**src/sv/tal_pkg.sv**
```systemverilog
// shared types and constants for the tracking area list parser
package tal_pkg;

  localparam logic [7:0] LIST_CNT_MAX = 8'd255;
  localparam logic [1:0] TYPE_RESERVED = 2'd3;
  localparam logic [1:0] TYPE_SEPARATE = 2'd0;
  localparam logic [1:0] TYPE_MULTI_PLMN = 2'd2;
  localparam logic [1:0] ELEM_LAST_BYTE = 2'd2;
  localparam logic [3:0] NIBBLE_FILLER = 4'hf;
  localparam int OUT_DATA_W = 72;

  typedef enum logic [1:0] {
    PH_HEAD,
    PH_PLMN,
    PH_TAC
  } tal_phase_t;

  // one parsed record as it travels from front to back
  typedef struct packed {
    logic [7:0]  list_number;
    logic [1:0]  list_type;
    logic [5:0]  element_count;
    logic [4:0]  element_index;
    logic [23:0] plmn;
    logic [23:0] area_code;
    logic        area_code_valid;
    logic        truncated;
    logic        last;
  } tal_rec_t;

endpackage

```
**src/sv/tal_front.sv**
```systemverilog
// byte parser: walks head, plmn and tac bytes and builds result records
module tal_front (
  input  logic              clk,
  input  logic              rst_n,
  input  logic              in_valid,
  input  logic              in_ready,
  input  logic [7:0]        data_byte,
  input  logic              end_of_data,
  output logic              rec_push,
  output tal_pkg::tal_rec_t rec
);
  import tal_pkg::*;

  tal_phase_t  phase_r, phase_nxt;
  logic [1:0]  byte_pos_r, byte_pos_nxt;
  logic [1:0]  type_r, type_nxt;
  logic [5:0]  count_r, count_nxt;
  logic [5:0]  remain_r, remain_nxt;
  logic [7:0]  list_cnt_r, list_cnt_nxt;
  logic [23:0] plmn_r, plmn_nxt;
  logic [23:0] code_r, code_nxt;

  logic        accept;
  logic        byte_last;
  logic [23:0] plmn_shift;
  logic [23:0] code_shift;
  logic [5:0]  remain_dec;
  logic [5:0]  head_count;
  logic [5:0]  idx_diff;
  logic [4:0]  idx_cur;
  tal_phase_t  tac_done_phase;
  logic        emit;

  assign accept     = in_valid && in_ready;
  assign byte_last  = (byte_pos_r == ELEM_LAST_BYTE);
  assign plmn_shift = {plmn_r[15:0], data_byte};
  assign code_shift = {code_r[15:0], data_byte};
  assign remain_dec = (remain_r != 6'd0) ? (remain_r - 6'd1) : remain_r;
  assign head_count = {1'b0, data_byte[4:0]} + 6'd1;
  assign idx_diff   = count_r - remain_r;
  // types 1 and 3 always report element 0
  assign idx_cur    = type_r[0] ? 5'd0 : idx_diff[4:0];

  always_comb begin
    if (type_r == TYPE_SEPARATE) begin
      tac_done_phase = (remain_dec != 6'd0) ? PH_TAC : PH_HEAD;
    end else if (type_r == TYPE_MULTI_PLMN) begin
      tac_done_phase = (remain_dec != 6'd0) ? PH_PLMN : PH_HEAD;
    end else begin
      tac_done_phase = PH_HEAD;
    end
  end

  // next state
  always_comb begin
    phase_nxt = phase_r;
    if (end_of_data) begin
      phase_nxt = PH_HEAD;
    end else begin
      unique case (phase_r)
        PH_HEAD: phase_nxt = PH_PLMN;
        PH_PLMN: begin
          if (byte_last) begin
            phase_nxt = (type_r == TYPE_RESERVED) ? PH_HEAD : PH_TAC;
          end
        end
        PH_TAC: begin
          if (byte_last) begin
            phase_nxt = tac_done_phase;
          end
        end
        default: phase_nxt = PH_HEAD;
      endcase
    end
  end

  // datapath registers
  always_comb begin
    byte_pos_nxt = byte_pos_r;
    type_nxt     = type_r;
    count_nxt    = count_r;
    remain_nxt   = remain_r;
    list_cnt_nxt = list_cnt_r;
    plmn_nxt     = plmn_r;
    code_nxt     = code_r;
    if (end_of_data) begin
      byte_pos_nxt = 2'd0;
      type_nxt     = 2'd0;
      count_nxt    = 6'd1;
      remain_nxt   = 6'd0;
      list_cnt_nxt = 8'd0;
      plmn_nxt     = 24'd0;
      code_nxt     = 24'd0;
    end else begin
      unique case (phase_r)
        PH_HEAD: begin
          if (list_cnt_r != LIST_CNT_MAX) begin
            list_cnt_nxt = list_cnt_r + 8'd1;
          end
          type_nxt     = data_byte[6:5];
          count_nxt    = head_count;
          remain_nxt   = head_count;
          byte_pos_nxt = 2'd0;
          plmn_nxt     = 24'd0;
          code_nxt     = 24'd0;
        end
        PH_PLMN: begin
          plmn_nxt = plmn_shift;
          if (byte_last) begin
            byte_pos_nxt = 2'd0;
            code_nxt     = 24'd0;
          end else begin
            byte_pos_nxt = byte_pos_r + 2'd1;
          end
        end
        PH_TAC: begin
          if (byte_last) begin
            byte_pos_nxt = 2'd0;
            remain_nxt   = remain_dec;
            code_nxt     = 24'd0;
            if (tac_done_phase == PH_PLMN) begin
              plmn_nxt = 24'd0;
            end
          end else begin
            byte_pos_nxt = byte_pos_r + 2'd1;
            code_nxt     = code_shift;
          end
        end
        default: byte_pos_nxt = 2'd0;
      endcase
    end
  end

  // record outputs
  always_comb begin
    emit                = 1'b0;
    rec                 = '0;
    rec.list_number     = list_cnt_r;
    rec.list_type       = type_r;
    rec.element_count   = count_r;
    rec.element_index   = idx_cur;
    rec.last            = end_of_data;
    unique case (phase_r)
      PH_HEAD: begin
        emit              = end_of_data;
        rec.list_number   = (list_cnt_r != LIST_CNT_MAX) ? (list_cnt_r + 8'd1) : list_cnt_r;
        rec.list_type     = data_byte[6:5];
        rec.element_count = head_count;
        rec.element_index = 5'd0;
        rec.truncated     = 1'b1;
      end
      PH_PLMN: begin
        if (byte_last && (type_r == TYPE_RESERVED)) begin
          emit          = 1'b1;
          rec.plmn      = plmn_shift;
          rec.truncated = 1'b0;
        end else begin
          emit          = end_of_data;
          rec.truncated = 1'b1;
        end
      end
      PH_TAC: begin
        if (byte_last) begin
          emit                = 1'b1;
          rec.plmn            = plmn_r;
          rec.area_code       = code_shift;
          rec.area_code_valid = 1'b1;
          rec.truncated       = end_of_data && (tac_done_phase != PH_HEAD);
        end else begin
          emit          = end_of_data;
          rec.truncated = 1'b1;
        end
      end
      default: emit = 1'b0;
    endcase
  end

  assign rec_push = accept && emit;

  always_ff @(posedge clk) begin
    if (!rst_n) begin
      phase_r    <= PH_HEAD;
      byte_pos_r <= 2'd0;
      type_r     <= 2'd0;
      count_r    <= 6'd1;
      remain_r   <= 6'd0;
      list_cnt_r <= 8'd0;
      plmn_r     <= 24'd0;
      code_r     <= 24'd0;
    end else if (accept) begin
      phase_r    <= phase_nxt;
      byte_pos_r <= byte_pos_nxt;
      type_r     <= type_nxt;
      count_r    <= count_nxt;
      remain_r   <= remain_nxt;
      list_cnt_r <= list_cnt_nxt;
      plmn_r     <= plmn_nxt;
      code_r     <= code_nxt;
    end
  end

`ifndef NO_ASSERTIONS
  a_head_pos_zero: assert property (@(posedge clk) disable iff (!rst_n)
    (phase_r == PH_HEAD) |-> (byte_pos_r == 2'd0))
    else $error("byte position not cleared at head");

  a_eod_restart: assert property (@(posedge clk) disable iff (!rst_n)
    (accept && end_of_data) |=> (phase_r == PH_HEAD && list_cnt_r == 8'd0))
    else $error("parser did not restart after final byte");

  a_trunc_is_last: assert property (@(posedge clk) disable iff (!rst_n)
    (rec_push && rec.truncated) |-> rec.last)
    else $error("truncation record without last");
`endif

endmodule

```
**src/sv/tal_fifo.sv**
```systemverilog
// two-entry record queue between parser and output stage
module tal_fifo (
  input  logic              clk,
  input  logic              rst_n,
  input  logic              push,
  input  tal_pkg::tal_rec_t push_rec,
  output logic              not_full,
  input  logic              pop,
  output logic              not_empty,
  output tal_pkg::tal_rec_t pop_rec
);
  import tal_pkg::*;

  tal_rec_t   mem [2];
  logic       wr_ptr_r, wr_ptr_nxt;
  logic       rd_ptr_r, rd_ptr_nxt;
  logic [1:0] cnt_r, cnt_nxt;

  assign not_full   = (cnt_r != 2'd2);
  assign not_empty  = (cnt_r != 2'd0);
  assign pop_rec    = mem[rd_ptr_r];
  assign wr_ptr_nxt = push ? ~wr_ptr_r : wr_ptr_r;
  assign rd_ptr_nxt = pop ? ~rd_ptr_r : rd_ptr_r;

  always_comb begin
    cnt_nxt = cnt_r;
    if (push && !pop) begin
      cnt_nxt = cnt_r + 2'd1;
    end else if (pop && !push) begin
      cnt_nxt = cnt_r - 2'd1;
    end
  end

  always_ff @(posedge clk) begin
    if (push) begin
      mem[wr_ptr_r] <= push_rec;
    end
  end

  always_ff @(posedge clk) begin
    if (!rst_n) begin
      wr_ptr_r <= 1'b0;
      rd_ptr_r <= 1'b0;
      cnt_r    <= 2'd0;
    end else begin
      wr_ptr_r <= wr_ptr_nxt;
      rd_ptr_r <= rd_ptr_nxt;
      cnt_r    <= cnt_nxt;
    end
  end

endmodule

```
**src/sv/tal_back.sv**
```systemverilog
// output stage: unpacks bcd digits and holds the result register
module tal_back (
  input  logic                            clk,
  input  logic                            rst_n,
  input  logic                            rec_valid,
  input  tal_pkg::tal_rec_t               rec,
  output logic                            rec_pop,
  output logic                            out_tvalid,
  input  logic                            out_tready,
  output logic [tal_pkg::OUT_DATA_W-1:0]  out_tdata,
  output logic                            out_tlast
);
  import tal_pkg::*;

  logic                  valid_r;
  logic [OUT_DATA_W-1:0] data_r, data_nxt;
  logic                  last_r;
  logic [7:0]            b1, b2, b3;
  logic [11:0]           mcc, mnc;
  logic                  two_digit;

  assign b1 = rec.plmn[23:16];
  assign b2 = rec.plmn[15:8];
  assign b3 = rec.plmn[7:0];
  assign mcc       = {b1[3:0], b1[7:4], b2[3:0]};
  assign mnc       = {b3[3:0], b3[7:4], b2[7:4]};
  assign two_digit = (b2[7:4] == NIBBLE_FILLER);

  assign data_nxt = {rec.truncated, rec.area_code_valid, rec.area_code, two_digit,
                     mnc, mcc, rec.element_index, rec.element_count,
                     rec.list_type, rec.list_number};

  assign rec_pop    = rec_valid && (!valid_r || out_tready);
  assign out_tvalid = valid_r;
  assign out_tdata  = data_r;
  assign out_tlast  = last_r;

  always_ff @(posedge clk) begin
    if (rec_pop) begin
      data_r <= data_nxt;
      last_r <= rec.last;
    end
  end

  always_ff @(posedge clk) begin
    if (!rst_n) begin
      valid_r <= 1'b0;
    end else if (rec_pop) begin
      valid_r <= 1'b1;
    end else if (out_tready) begin
      valid_r <= 1'b0;
    end
  end

endmodule

```
**src/sv/tracking_area_list_parser.sv**
```systemverilog
// tracking area list parser: one list byte per transfer, one record per finished element or cut-short list
// throughput: one input byte every cycle while the record queue has room
// a finished record goes into the queue, then into the output register that drives out_tvalid
// a two-entry queue and the output register let the front keep taking bytes while
// a result waits; reset (rst_n low, synchronous) empties both and restarts at a head byte
module tracking_area_list_parser (
  input  logic        clk,
  input  logic        rst_n,
  input  logic        in_tvalid,
  output logic        in_tready,
  input  logic [7:0]  in_tdata,   // [7:0] data_byte
  input  logic        in_tlast,   // end_of_data
  output logic        out_tvalid,
  input  logic        out_tready,
  // [7:0] list_number, [9:8] list_type, [15:10] element_count, [20:16] element_index,
  // [32:21] mcc_digits, [44:33] mnc_digits, [45] mnc_two_digit, [69:46] area_code,
  // [70] area_code_valid, [71] truncated
  output logic [71:0] out_tdata,
  output logic        out_tlast   // last
);
  import tal_pkg::*;

  logic     push;
  tal_rec_t push_rec;
  logic     q_not_full;
  logic     q_not_empty;
  logic     pop;
  tal_rec_t pop_rec;

  assign in_tready = q_not_full;

  tal_front u_front (
    .clk         (clk),
    .rst_n       (rst_n),
    .in_valid    (in_tvalid),
    .in_ready    (q_not_full),
    .data_byte   (in_tdata),
    .end_of_data (in_tlast),
    .rec_push    (push),
    .rec         (push_rec)
  );

  tal_fifo u_fifo (
    .clk       (clk),
    .rst_n     (rst_n),
    .push      (push),
    .push_rec  (push_rec),
    .not_full  (q_not_full),
    .pop       (pop),
    .not_empty (q_not_empty),
    .pop_rec   (pop_rec)
  );

  tal_back u_back (
    .clk        (clk),
    .rst_n      (rst_n),
    .rec_valid  (q_not_empty),
    .rec        (pop_rec),
    .rec_pop    (pop),
    .out_tvalid (out_tvalid),
    .out_tready (out_tready),
    .out_tdata  (out_tdata),
    .out_tlast  (out_tlast)
  );

endmodule

```
**config.mk**
```make
export PLATFORM = sky130hd
export DESIGN_NAME = tracking_area_list_parser
export DESIGN_NICKNAME = d
export VERILOG_FILES = /design/src/sv/tal_pkg.sv /design/src/sv/tal_front.sv /design/src/sv/tal_fifo.sv /design/src/sv/tal_back.sv /design/src/sv/tracking_area_list_parser.sv
export SDC_FILE = /design/constraint.sdc
export NUM_CORES = 1
export LEC_CHECK = 0
export BUFFER_PORTS_ARGS = -buffer_cell sky130_fd_sc_hd__buf_2
export CORE_UTILIZATION = 54
export CTS_CLUSTER_DIAMETER = 150
export CTS_CLUSTER_SIZE = 28
export DETAILED_ROUTE_END_ITERATION = 8
export MAX_ROUTING_LAYER = met4
export PLACE_DENSITY = 0.82
export SYNTH_ARGS = -nofsm -noshare
export SYNTH_HDL_FRONTEND = slang
export SYNTH_SLANG_ARGS = --single-unit
```
**constraint.sdc**
```tcl
create_clock -name clk -period 5.66 [get_ports clk]
set_input_delay 0.849 -clock clk [delete_from_list [all_inputs] [get_ports clk]]
set_output_delay 0.849 -clock clk [all_outputs]
set_load 0.1 [all_outputs]
```
== After elaboration in Yosys (flattened, before gate mapping) ==
Memory sizes are Yosys's and may differ from the RTL's. A register that Yosys moved wholly into a read port is not among the register bits.
Cells that the tools add are included.
Storage, ports and cells
  flip-flop bits (word level): 144
  memory bits (writable): 144
  bits of input ports: 13
  word-level logic and storage cells: 115
  memories kept: 1
Operators by class
  add/subtract/negate cells: 7
  eq/ne operators: 12
  muxes and demuxes: 51
  bitwise gates (word level): 2
  reductions and logical operators: 28
Memories
  u_fifo.mem: depth 2, bits a word 72, read ports 1, clocked after memory_dff 1, wr ports 1, RTL line tal_fifo.sv:14  | tal_rec_t mem [2];
Operator list (count)
  24-bit two-way mux: 4
  24-bit case mux with 3 select lines: 1
  49-bit two-way mux: 1
  16-bit two-way mux: 3
  16-bit case mux with 3 select lines: 1
  24-bit case mux with 2 select lines: 1
  6-bit two-way mux: 5
  2-bit two-way mux: 14
  25-bit two-way mux: 1
  8-bit two-way mux: 3
  21-bit two-way mux: 1
  6-bit case mux with 2 select lines: 1
  6-bit nonzero test: 2
  1-bit two-way mux: 11
  2-bit nonzero test: 5
  3-bit by 2-bit != test with 1-bit output, second input constant: 3
  3-bit AND reduction: 3
  8-bit by 1-bit adder with 8-bit output, second input constant: 1
  2-bit equality test, second input constant: 4
  8-bit != test, second input constant: 1
  1-bit logical AND: 7
  5-bit by 1-bit adder with 6-bit output, second input constant: 1
  1-bit case mux with 3 select lines: 2
  2-bit case mux with 3 select lines: 1
  17 further kinds: 23

== Logic depth before layout (Yosys ltp) ==
Gate-level depths: netlist (run 1).
  depth in word-level cells: 11
  depth in mapped cells: 10

== Cells and area by module ==
Synthesis (run 1) repeated with hierarchy kept, for this count alone.
Second synthesis, totals
  cell total of the unflattened synthesis: 811
  area, all modules: 11738.8 sq um
Modules (own cells, without submodules)
  tal_fifo: instances 1, cells an instance 246, area each 5440.2 sq um, sequential area each 4424.2 sq um
  tal_front: instances 1, cells an instance 487, area each 4050.1 sq um, sequential area each 1321.3 sq um
  tal_back: instances 1, cells an instance 78, area each 2248.4 sq um, sequential area each 2212.1 sq um

== Least setup slack after synthesis (run 1) ==
OpenSTA, ideal clock, no wires.
  path type: reg-to-reg
  start: register u_fifo.cnt_r[0]
  end: memory u_fifo.mem[0][0] (netlist name), enable pin
  setup time: 0.512 ns
  arrival time: 5.620 ns
  required time: 5.148 ns
  setup slack: -0.472 ns
  cell stages (with the launch flop): 6
  path buffers: 1
  period minus slack after synthesis: 6.132 ns
  path through: dfxtp_1 -> nand2b_1 -> clkbuf_1 -> nand2_1 -> a2111oi_2 -> nor2b_1
Between the ends
  word-level cells in the longest chain between the ends: 5
RTL lines
  from (decl): RTL line tal_fifo.sv:17  | logic [1:0] cnt_r, cnt_nxt;
  from (signal assigned): RTL line tal_fifo.sv:48  | cnt_r <= cnt_nxt;
  2-bit != test: RTL line tal_fifo.sv:19  | assign not_full = (cnt_r != 2'd2);
  net in_tready: RTL line tracking_area_list_parser.sv:10  | output logic in_tready,
  1-bit logical AND: RTL line tal_front.sv:34  | assign accept = in_valid && in_ready;
  1-bit logical AND: RTL line tal_front.sv:178  | assign rec_push = accept && emit;
  net push: RTL line tracking_area_list_parser.sv:23  | logic push;
  1-bit two-way mux: RTL line tal_fifo.sv:35  | if (push) begin
  1-bit two-way mux (implied by the code): RTL line tal_fifo.sv:36  | mem[wr_ptr_r] <= push_rec;
  to (decl): RTL line tal_fifo.sv:14
The timed path passes the listed nets, and every way through them passes these cells.

== Worst setup path after layout (run 1) ==
  start: register u_front.phase_r[0]
  end: memory u_fifo.mem[0][22] (netlist name), enable pin
Between the ends
  word-level cells in the longest chain between the ends: 5
  elaborated cells between the ends (all ways): 7
  those cells by class: eq/ne (2); mux (3); reduce/logical (2)
RTL lines
  from (decl): RTL line tal_front.sv:14  | tal_phase_t phase_r, phase_nxt;
  from (signal assigned): RTL line tal_front.sv:191  | phase_r <= phase_nxt;
  2-bit equality test (tied with other cells): RTL line tal_front.sv:143  | unique case (phase_r)
  1-bit case mux with 3 select lines *: RTL line tal_front.sv:143
  1-bit logical AND *: RTL line tal_front.sv:178
  net push: RTL line tracking_area_list_parser.sv:23
  1-bit two-way mux *: RTL line tal_fifo.sv:35
  1-bit two-way mux (implied by the code) *: RTL line tal_fifo.sv:36
Mark *: on every way through the listed nets, which the timed path passes. The rest lies on a longest branch.

==> results.cfg, run 1 <==
[outcome]
outcome = finished clean

[setup_path]
worstSetupPathDepth = 6
slowest_stage = nor2b_4
r2r_setup_slack_ps = 2030
critical_path_buf_inv_count = 2
critPathMaxFanout = 33
endpoint_kind = register
worst-r2r-cell-count = 6
cp-startpoint = u_front.phase_r[0]
reg2reg_to = u_fifo.mem[0][22]
crit_end = u_fifo.mem[0][22]
crit_type = reg -> reg
cp-start-kind = register
slowest_delay_ps = 960
crit_required_ps = 5830
r2r-start = u_front.phase_r[0]
arrival_ps = 3800
crit_family = simple AND/OR/NAND/NOR gates
path_cells = inv_1 -> ha_1 -> a21oi_1 -> a2111oi_2 -> nor2b_4 -> buf_4

[logic_synthesis]
synth-seq-area-share = 0.667
synthArstFlopShare = 0
synth_top_area_share = 0.546
synth_common_cells = 217 x edfxtp_1, 76 x mux2_2, 72 x dfxtp_1
synth_edf_count = 217
synth_cells = 866
ys_warn_count = 0
syn_area_um2 = 11900
ys_ff_latch = 289
synth_area_leaders = edfxtp_1 55%, dfxtp_1 12%, mux2_2 7.2%
synth_flop_cell = edfxtp_1
postSynthAreaPerCell_um2 = 13.8
synth_most_common_cell = edfxtp_1
ys_types = 57
synth_top_cell_by_area = edfxtp_1
synth_nets = 893

[power]
comb_power_share = 0.407
power_switching_mw = 3.04
switching_share = 0.457
p_int_mw = 3.61
power.total_mw = 6.65
cellLeakagePower_nw = 4.38
power.density_nw_per_um2 = 513
clkPwrFrac = 0.172
peakVddDrop_mv = 0.384
sequentialPowerShare = 0.421

[floorplanning]
die_h_um = 151
die-area_um2 = 22700
coreArea_um2 = 21800
io_pins = 88
rows = 54
start_util = 0.548
fp.dieW_um = 151

[timing]
maxSlewHeadroom = 0.228
max_slew.worst_pin.slew_ps = 1160
rsz0062_at_grt = no
slew_violations = 0
max_freq_mhz = 276
setup_tns_ps = 0
hold_viol = 0
period_minus_slack_ps = 3630
fin_crit_sh = 0.641
setup_viol = 0
hold-worst-slack_ps = 486
fin_skew_ps = 25.8

[placed_design]
io_buffers = 87
placed_area_um2 = 12600
place_congestion = 0.849
dp_hpwl_mm = 14.0

[worst_hold_path]
hp-class = reg -> reg

[clocking]
cts_resized = 0
clk_latency_ps = 490
cts_buffers = 14
cts_tree = built
clkTransAtPathRegs_ps = 100
cts_setup_buffers = 0
clock_path_buffers = 3
clockRootBuffer = clkbuf_16
cts_hold_buf = 0
htree_levels = 1
cts.sinks = 289

[cells_and_area]
final_cell_area_um2 = 13000
n_antenna_cell = 0
nets = 950
area_growth_pct = 8.78
drive_above_1_share = 0.236

[grt]
grt_overflow = 0
grt_max_degree = 54
antenna_found_initial = 0
grt_pass1_vias = 6708
grt_pass1_wl_mm = 34.5
grt_usage = 0.201

[detailed_routing]
wl_per_cell_um = 18.0
vias_per_cell = 5.67
ant_nets = 0
dr.first_iter.drc_count = 730
first_pass_iters = 7
vias = 6866
drc = 0
finalWirelength_mm = 21.8

[flow_run]
cap_violations = 0
-- cell families (layout without fill, tap and decap cells) --
| kind of cell | count (synthesis) | after routing | synth area share |
|---|---|---|---|
| AO/OA/AOI/OAI | 146 | 146 | 0.0937 |
| XOR/XNOR | 16 | 16 | 0.0117 |
| adder cells (fa/ha/maj) | 14 | 14 | 0.0153 |
| buffers and inverters | 94 | 159 | 0.0337 |
| flip-flops | 289 | 289 | 0.667 |
| multiplexers | 77 | 77 | 0.0726 |
| AND/OR/NAND/NOR | 230 | 230 | 0.106 |
-- cell usage in the layout, fill, tap and decap left out, types with 22 or more instances in the layout --
master and count:
and2_1 28, nor2_1 22, nand2_1 40, mux2_2 76, a22oi_1 28, dfxtp_1 71
nor2b_1 43, edfxtp_1 217, a21oi_1 26, nand3_1 26, inv_1 38, buf_2 87
-- per-stage QoR --
| stage | std cells | util | setup slack, ps |
|---|---|---|---|
| finish | 1211 | 0.597 | 2030 |
| global route | 1211 | 0.597 | 1700 |
| CTS | 1211 | 0.597 | 1910 |
| detailed placement | 1187 | 0.577 | 1760 |
| global placement | 1187 | 0.577 | 1870 |
| floorplan | 866 | - | 448 |
-- worst reg2reg max path, stage by stage (launching register included) --
cell and delay [ps]:
dfxtp_1 380, inv_1 90, ha_1 790, a21oi_1 120
a2111oi_2 510, nor2b_4 960, buf_4 460
-- sequential cells by signal (all words and copies together), names as in the netlist, 6 cells and up, named ones only --
| name | cells |
|---|---|
| u_front.remain_r | 6 |
| u_front.list_cnt_r | 8 |
| u_front.plmn_r | 24 |
| u_front.code_r | 16 |
| u_fifo.mem | 144 |
| u_front.count_r | 6 |
| u_back.out_tdata | 72 |
-- worst min-delay path by stage --
| stage | from | end | slack, ps | depth (start not counted) |
|---|---|---|---|---|
| after CTS | u_front.code_r[9] | u_front.code_r[9] | 490 | 2 |
| after detailed placement | u_front.code_r[14] | u_front.code_r[14] | 470 | 2 |
| final | u_front.code_r[9] | u_front.code_r[9] | 490 | 2 |
| after global routing | u_front.code_r[8] | u_front.code_r[8] | 510 | 2 |
| after floorplan | u_front.plmn_r[21] | u_front.plmn_r[21] | 450 | 2 |
| after global placement | u_front.plmn_r[21] | u_front.plmn_r[21] | 450 | 2 |
-- layer usage --
layer | up-vias | track usage | share of wire | wire length [µm]
met5 | - | - | 0 | 0
met4 | 0 | 0.0525 | 0.019 | 405
met3 | 28 | 0.0200 | 0.044 | 950
met2 | 183 | 0.321 | 0.48 | 10400
met1 | 3376 | 0.276 | 0.46 | 10100
li1 | 3279 | - | - | -
-- power groups by stage --
stage,clock network (mW),registers (mW),logic [mW]
6_report,1.14,2.80,2.71
3_3_place_gp,0,2.84,2.70
4_1_cts,1.17,2.81,2.72
3_5_place_dp,0,2.86,2.72
2_1_floorplan,0,4.65,0.551
5_1_grt,1.24,2.85,2.81
-- final cells by class --
| class | instances | area [µm²] |
|---|---|---|
| inverters | 39 | 146 |
| well taps | 280 | 350 |
| flip-flops and latches | 289 | 7960 |
| multi-input cells | 483 | 3590 |
| repair buffers | 96 | 503 |
| clock inverters | 1 | 20.0 |
| fillers | 1651 | 8780 |
| clock buffers | 23 | 405 |
No activity file was read; power rests on OpenSTA's default activity.
==> run 2, diff against run 1 <==
Settings changed: ABC_AREA from default to 1.
Clock period 5.66 ns to 3.2 ns, I/O delays scaled along.
==> run 2 against run 1 <==
  * Non-clock buffer count up 10
  * Global-route usage rose by 0.86 points
  * Design area up 0.81%
  * Area after synthesis down 0.17%
  * Die area shrank 0.17%
  * Critical endpoint is now u_fifo.cnt_r[1]
==> results.cfg, run 2 <==
[outcome]
outcome = finished clean

[cells_and_area]
area_growth_pct = 9.84
layout_common_cells = 217 x edfxtp_1, 153 x nand2_1, 87 x buf_2
layout_commonest_cell = edfxtp_1
largest_reg_flops = 144
nets = 1092
layout.cells.non_filler = 1349
utilization = 0.613
drive_above_1_share = 0.215
regMostFlops = u_fifo.mem

[power]
cellLeakagePower_nw = 4.66
peakVddDrop_mv = 0.586
power.density_nw_per_um2 = 938
power.total_mw = 12.3

[clocking]
clockRootBuffer = clkbuf_16
cts_setup_buffers = 0
clkTransAtPathRegs_ps = 100
cts_hold_buf = 0
htree_levels = 1
cts_tree = built
clk_latency_ps = 510
clock_path_buffers = 3
cts_buffers = 14
cts.sinks = 289
cts_resized = 0

[setup_path]
worst_path_most_repeated_cell = inv_1
crit_required_ps = 3610
path_cells = inv_1 -> ha_1 -> inv_1 -> nor2_1 -> inv_1 -> nand3_1 -> nand2_1 -> inv_1 -> ha_1 -> a21oi_1 -> o21ai_0 -> o21ai_0 -> a21oi_1
crit_family = adder cells
slowest_stage = dfxtp_1
slowest_delay_ps = 390
endpoint_kind = register
crit_type = reg -> reg
cp-start-kind = register
critPathMaxFanout = 13
arrival_ps = 2880
critical_path_buf_inv_count = 4

[timing]
setup_tns_ps = 0
maxSlewHeadroom = 0.453
slew_violations = 0
max_freq_mhz = 404
fin_skew_ps = 26.9
fin_crit_sh = 0.774
max_slew.worst_pin.slew_ps = 820
period_minus_slack_ps = 2480
setup_viol = 0
rsz0062_at_grt = no
hold_viol = 0

[logic_synthesis]
synth_flop_cell = edfxtp_1
synth_area_leaders = edfxtp_1 55%, dfxtp_1 12%, mux2_2 6.9%
synth_most_common_cell = edfxtp_1
synthArstFlopShare = 0
ys_ff_latch = 289
ys_types = 36
synth_cells = 998
synth_common_cells = 217 x edfxtp_1, 153 x nand2_1, 86 x nand3_1
ys_warn_count = 0
synth_top_area_share = 0.547
postSynthAreaPerCell_um2 = 11.9
synth_top_family_by_area = simple AND/OR/NAND/NOR gates
synth_nets = 1025
synth_edf_count = 217
synthSimpleGateAreaFrac = 0.121
syn_area_um2 = 11900
synth_fa_ha_area_frac = 0.0153
synthMuxAreaShare = 0.0690
synth_compound_area_frac = 0.0778
synth_top_cell_by_area = edfxtp_1
synth-seq-area-share = 0.668
synth_xor_area_frac = 0.00662

[detailed_routing]
drc = 0
vias = 7592
wl_per_cell_um = 16.8
vias_per_cell = 5.63
first_pass_iters = 8
dr.first_iter.drc_count = 803
ant_nets = 0
finalWirelength_mm = 22.6

[grt]
grt_use_met3 = 0.0215
grt_overflow = 0
grt_max_degree = 60
antenna_found_initial = 0
busiest_layer = met2
grt_util_met1 = 0.281
grt_pass1_wl_mm = 36.0
met2_usage = 0.339
grt_pass1_vias = 7023
grt_usage = 0.209

[floorplanning]
fp.dieW_um = 151
start_util = 0.558
die-area_um2 = 22700
io_pins = 88
die_h_um = 151
coreArea_um2 = 21400
rows = 53

[placed_design]
dp_hpwl_mm = 14.6
io_buffers = 87
dpl.cell_count = 1324
place_congestion = 0.880

[worst_hold_path]
hp-class = in -> reg

[flow_run]
cap_violations = 0
==> run 2: layout make-up <==
type	count	area [µm²]
Antenna cell	1	2.50
Clock buffer	22	380
Clock inverter	2	36.3
Fill cell	1613	8270
Inverter	65	244
Multi-Input combinational cell	589	3490
Sequential cell	289	7960
Tap cell	275	344
Timing Repair Buffer	106	628
==> run 2: metrics by stage <==
stage	worst slack, ps	instance area (µm²)	hold slack, ps
finish	724	13100	261
floorplan	-692	11900	426
detailed placement	704	12700	450
global route	469	13100	244
global placement	757	12700	425
CTS	723	13100	244
==> run 2: worst register-to-register path: stages, from the launching register on <==
cell and delay [ps]:
dfxtp_1 390, inv_1 80, ha_1 340, inv_1 310
nor2_1 110, inv_1 90, nand3_1 70, nand2_1 180
inv_1 80, ha_1 320, a21oi_1 110, o21ai_0 100
o21ai_0 160, a21oi_1 50
==> run 2: worst paths after layout <==
kind                           start              end  slack (ps)  cells after the start
hold reg to reg      u_fifo.rd_ptr_r         register         470                      1
hold / removal                 rst_n  u_fifo.cnt_r[1]         260                      3
setup / recovery  u_front.phase_r[0]  u_fifo.cnt_r[1]         720                     13
setup reg to reg  u_front.phase_r[0]  u_fifo.cnt_r[1]         720                     13
==> run 2: where the power goes <==
part | total (mW) | internal, mW | switching [mW]
logic | 5.15 | 0.953 | 4.19
registers | 5.15 | 4.88 | 0.269
clock network | 1.98 | 0.858 | 1.12
total | 12.3 | 6.69 | 5.58
==> run 2: routing by layer <==
layer,up-vias,share of wire
li1,3626,-
met1,3676,0.43
met2,261,0.49
met3,29,0.060
met4,0,0.019
met5,-,0
==> run 2: cells by family after synthesis <==
kind of cell | after synthesis
AND/OR/NAND/NOR | 339
flip-flops | 289
AO/OA/AOI/OAI | 154
buffers and inverters | 120
multiplexers | 73
adder cells (fa/ha/maj) | 14
XOR/XNOR | 9
